**config.mk**
```make
export PLATFORM = sky130hd
export DESIGN_NAME = sgm_ram
export DESIGN_NICKNAME = d
export VERILOG_FILES = /design/src/rtl/sgm_ram.sv
export SDC_FILE = /design/constraint.sdc
export NUM_CORES = 2
export LEC_CHECK = 0
export BUFFER_PORTS_ARGS = -buffer_cell sky130_fd_sc_hd__buf_2
export CAP_MARGIN = 0
export CORE_MARGIN = 4
export CORE_UTILIZATION = 50
export DETAILED_ROUTE_END_ITERATION = 7
export PLACE_DENSITY = 0.68
export SYNTH_ARGS = -nofsm -noshare
export SYNTH_HDL_FRONTEND = slang
export SYNTH_SLANG_ARGS = --single-unit
```
**constraint.sdc**
```tcl
create_clock -name clk -period 2.4 [get_ports clk]
set_clock_uncertainty 0.2 [all_clocks]
set_input_delay 0.24 -clock clk [delete_from_list [all_inputs] [get_ports clk]]
set_output_delay 0.24 -clock clk [all_outputs]
set_load 0.05 [all_outputs]
```
**src/rtl/sgm_ram.sv**
```systemverilog
// Generic simple dual-port RAM, one write port, one registered read port.
module sgm_ram #(
    parameter int WIDTH = 8,
    parameter int DEPTH = 256
) (
    input  logic                     clk,
    input  logic                     wr_en,
    input  logic [$clog2(DEPTH)-1:0] wr_addr,
    input  logic [WIDTH-1:0]         wr_data,
    input  logic                     rd_en,
    input  logic [$clog2(DEPTH)-1:0] rd_addr,
    output logic [WIDTH-1:0]         rd_data
);

    logic [WIDTH-1:0] mem [DEPTH];

    always_ff @(posedge clk)
    begin
        if (wr_en)
        begin
            mem[wr_addr] <= wr_data;
        end
        if (rd_en)
        begin
            rd_data <= mem[rd_addr];
        end
    end

endmodule

```
======== After elaboration in Yosys (flattened, before gate mapping) ========
Memory sizes are Yosys's and may differ from the RTL's. A register that Yosys moved wholly into a read port is not among the register bits.
Cells that the tools add are included.
cells by class
  add/subtract/negate cells ............... 0
  $mul .................................... 0
  div/mod/pow operators ................... 0
  magnitude comparators ................... 0
  equal/unequal tests ..................... 0
  shifts and indexed selects .............. 0
  muxes and demuxes ....................... 2
  bitwise gates (word level) .............. 0
  reduce and logical (&&, ||, !) cells .... 0
operators with widths
  cell               number
  two-way mux 1 bit  2
word-level totals
  flip-flop bits (word level) ............. 0
  bits in latches ......................... 0
  bits in writable memories ............... 2,048
  memory bits (read-only) ................. 0
  input port bits ......................... 27
  output and inout port bits .............. 8
  word-level logic and storage cells ...... 3
  memories kept ........................... 1
memories
  memory  words  width  rd ports  clocked after Yosys merged registers in  wr ports  RTL line  source
  mem     256    8      1         1                                        1         15        logic [WIDTH-1:0] mem [DEPTH];

======== Longest topological paths before layout ========
  word-level depth ........................ 2
  gate-level depth with buffers ........... 11
  mapped depth without buffers ............ 6

======== Least setup slack after synthesis ========
OpenSTA, ideal clock, no wires.
  path kind ............................... in2reg
  start point ............................. input rd_addr[0]
  end point ............................... register rd_data[2], read port of mem, data pin
  library setup time ...................... 0.269 ns
  arrival ................................. 2.047 ns
  data required time ...................... 1.931 ns
  slack ................................... -0.116 ns
  cell stages on the path ................. 9
  path buffers ............................ 4
  cells stage by stage .................... buf_6 buf_12 buf_8 buf_2 mux4_2 a22oi_1 a21oi_1 nor4_1 nor4_2
RTL lines
  what         RTL line  source
  from (decl)  11        input logic [$clog2(DEPTH)-1:0] rd_addr,
  to (decl)    12        output logic [WIDTH-1:0] rd_data

==> impl_metrics.csv <==
group,metric,value,unit
place,pre_cts_slack,-1.32,ns
pwr,p_leak,31.0,nW
clocking,clock_path_buffers,3,
routing,dr.first_iter.drc_count,5270,
critical_path,path_class,"register to register",
sta,setup_viol,8,
pwr,p_per_area,784,nW/µm²
synthesis,synth_fp_nets,3760,
outcome,status,"complete, but fails checks",
place,post-place-cells,6380,
routing,via_per_inst,6.13,
cells_and_area,drive_above_1_share,34.6,%
floorplan,initial_utilization,50.3,%
synthesis,synth_area,79600,µm²
place,post-dp-hpwl,129000,µm
sta,worst_slack,-0.264,ns
job,cap_violations,0,
sta,rsz0062_at_grt,"true",
floorplan,rows,146,
synthesis,ys_ff_latch,2056,
sta,max_freq,375,MHz
floorplan,core_area,158000,µm²
critical_path,critPathLaunchType,"register",
sta,tns,-0.589,ns
global_route,grt_first_pass_wirelength,293000,µm
synthesis,synth_edf_count,2056,
floorplan,ios,35,
cells_and_area,nets,4556,
clocking,post_cts_buffers,0,
synthesis,ys_async_sr_fraction,0,%
floorplan,die_area,166000,µm²
pwr,ir_worst_vdd,0.675,mV
cells_and_area,stdcell_count,6775,
critical_path,worstPathRequired,2.76,ns
global_route,grt_max_degree,78,
routing,routed_wl,201000,µm
synthesis,syn_avg_cell_area,21.3,µm²
place,port_buffers,34,
synthesis,yosysWarningCount,0,
place,gp_congestion,0.868,
clocking,cts.sinks,2056,
sta,slew_headroom,53.5,%
critical_path,cp_data_arrival_time,3.02,ns
synthesis,synth_flop_cell,"edfxtp_1",
floorplan,die_x,407,µm
sta,slew_violations,0,
routing,drtAntennaViolNets,0,
sta,whs,0.131,ns
clocking,htreeDepth,4,
clocking,cts_tree,"done",
clocking,cts_root_buf,"clkbuf_16",
synthesis,yosysSeqAreaShare,77.5,%
global_route,grt_pass1_vias,42062,
synthesis,synth_cell_types,54,
clocking,cts_buffers,200,
critical_path,crit_slowest_cell,"mux4_2",
routing,detailroute.via_count,41497,
global_route,grt_remaining_overflow,0,
critical_path,max_stage_delay,0.54,ns
clocking,clock_latency,0.84,ns
sta,hold_viol,0,
global_route,grt_use_total,24.6,%
critical_path,worst_path_most_repeated_cell,"mux4_2",
clocking,path_clk_slew,0.06,ns
floorplan,die_h,407,µm
routing,wire_per_inst,29.7,µm
outcome,violations,"negative setup slack",
synthesis,syn_inst,3733,
cells_and_area,syn2layout_area_growth,19.4,%
critical_path,end_kind,"register",
worst_hold_path,hold_path.class,"primary input to register",
critical_path,crit_path_max_fanout,1,
routing,drc,0,
critical_path,path_cells,"mux4_2 -> mux4_2 -> nor2b_4 -> nor4_4 -> buf_4 -> nor4_2",
routing,drtPass1Iterations,6,
sta,fin_crit_sh,111,%
global_route,antenna_found_initial,11,
sta,fin_crit,2.66,ns
sta,tightest_slew,0.696,ns
pwr,finalPower,0.0746,W
-- layer usage --
layer  GRT usage (%)  routed length [µm]  vias up
li1                -                   -    17295
met1            34.8               77900    21635
met2            39.2               97600     2201
met3            5.08               19400      360
met4            7.45                6100        6
met5               0                  42        -
-- synth_stat cells (8+ instances only) --
cell type,count,area [µm²]
edfxtp_1,2056,61700
mux4_2,454,10200
nor2_1,282,1060
mux2i_1,134,1340
a22oi_1,133,998
clkbuf_1,111,417
a21oi_1,96,480
o221ai_1,46,403
nand3_1,34,170
nand2_1,33,124
buf_2,31,155
nor2b_1,31,194
o22ai_1,28,175
buf_4,27,203
nor4_1,24,150
buf_1,22,82.6
nor3_1,22,110
buf_6,21,236
a211oi_1,16,120
a221oi_1,13,114
buf_8,13,195
nand4_1,10,62.6
o211ai_1,10,75.1
o21ai_0,10,50.1
a22o_1,8,70.1
buf_12,8,160
nand2b_1,8,50.1
-- cell families (layout without fill, tap and decap cells) --
family	Yosys count	in the layout	synth area share, %
flops	2056	2056	77.5
simple gates	466	466	2.63
mux	591	591	14.6
compound gates	385	385	3.42
other cells	0	6	0
buf+inv	235	1199	1.83
-- repair_timing --
action	4_1_cts	5_1_grt
gates resized for setup	62	43
hold buffers	20	0
endpoints found under the hold margin	2058	0
setup endpoints to repair	8	15
pin swaps	29	14
-- layout make-up --
cell class                      count  area, µm²
Sequential cell                  2056      61700
Multi-Input combinational cell   1442      17100
Tap cell                         2072       2590
Clock buffer                      241       5240
Clock inverter                    129       1120
Inverter                            2       7.51
Fill cell                       10836      63300
Antenna cell                        6       15.0
Timing Repair Buffer              827       7350
-- critical path, delay by kind of cell, from the launching register on --
kind / cells / cell delay (ns)
buf+inv: 1 / 0.21
flops: 1 / 0.36
mux: 2 / 1.06
simple gates: 3 / 0.56
-- final timing paths --
path	from	end	slack, ns	cells past startpoint
worst max-delay path	mem[67][7]	rd_data[7]	-0.26	6
worst min-delay path	wr_addr[3]	mem[166][2]	0.13	6
worst min register to register	mem[32][5]	rd_data[5]	1.05	7
worst max register to register	mem[67][7]	rd_data[7]	-0.26	6
-- layout by cell type (no fill, tap or decap), types with 16 or more instances in the layout --
| cell | n |
|---|---|
| mux4_2 | 454 |
| nor2_1 | 277 |
| nand2_1 | 33 |
| nor2b_1 | 24 |
| buf_12 | 84 |
| buf_4 | 689 |
| edfxtp_1 | 2056 |
| clkinv_2 | 37 |
| a21oi_1 | 90 |
| clkbuf_1 | 37 |
| mux2i_1 | 134 |
| o22ai_1 | 28 |
| buf_2 | 20 |
| bufinv_16 | 16 |
| a22oi_1 | 121 |
| dlygate4sd3_1 | 19 |
| clkbuf_16 | 204 |
| o221ai_1 | 46 |
| nand3_1 | 32 |
| clkinv_1 | 60 |
-- flip-flops by register name (all words and copies together), names as in the netlist --
signal	cells
mem	2048
rd_data	8
-- where the power goes --
part	internal, W	leakage [nW]	switching, W
sequential	0.0396	18.5	0.0000653
combinational	0.00183	9.45	0.00260
clock	0.0173	3.11	0.0132
-- stage by stage --
| step | area, µm² | utilization (%) |
|---|---|---|
| after floorplan | 79900 | - |
| after CTS | 94900 | 59.9 |
| after global routing | 95100 | 60.1 |
| after global placement | 88000 | 55.5 |
| final | 95100 | 60.1 |
| after detailed placement | 88000 | 55.5 |
No activity file was read; power rests on OpenSTA's default activity.
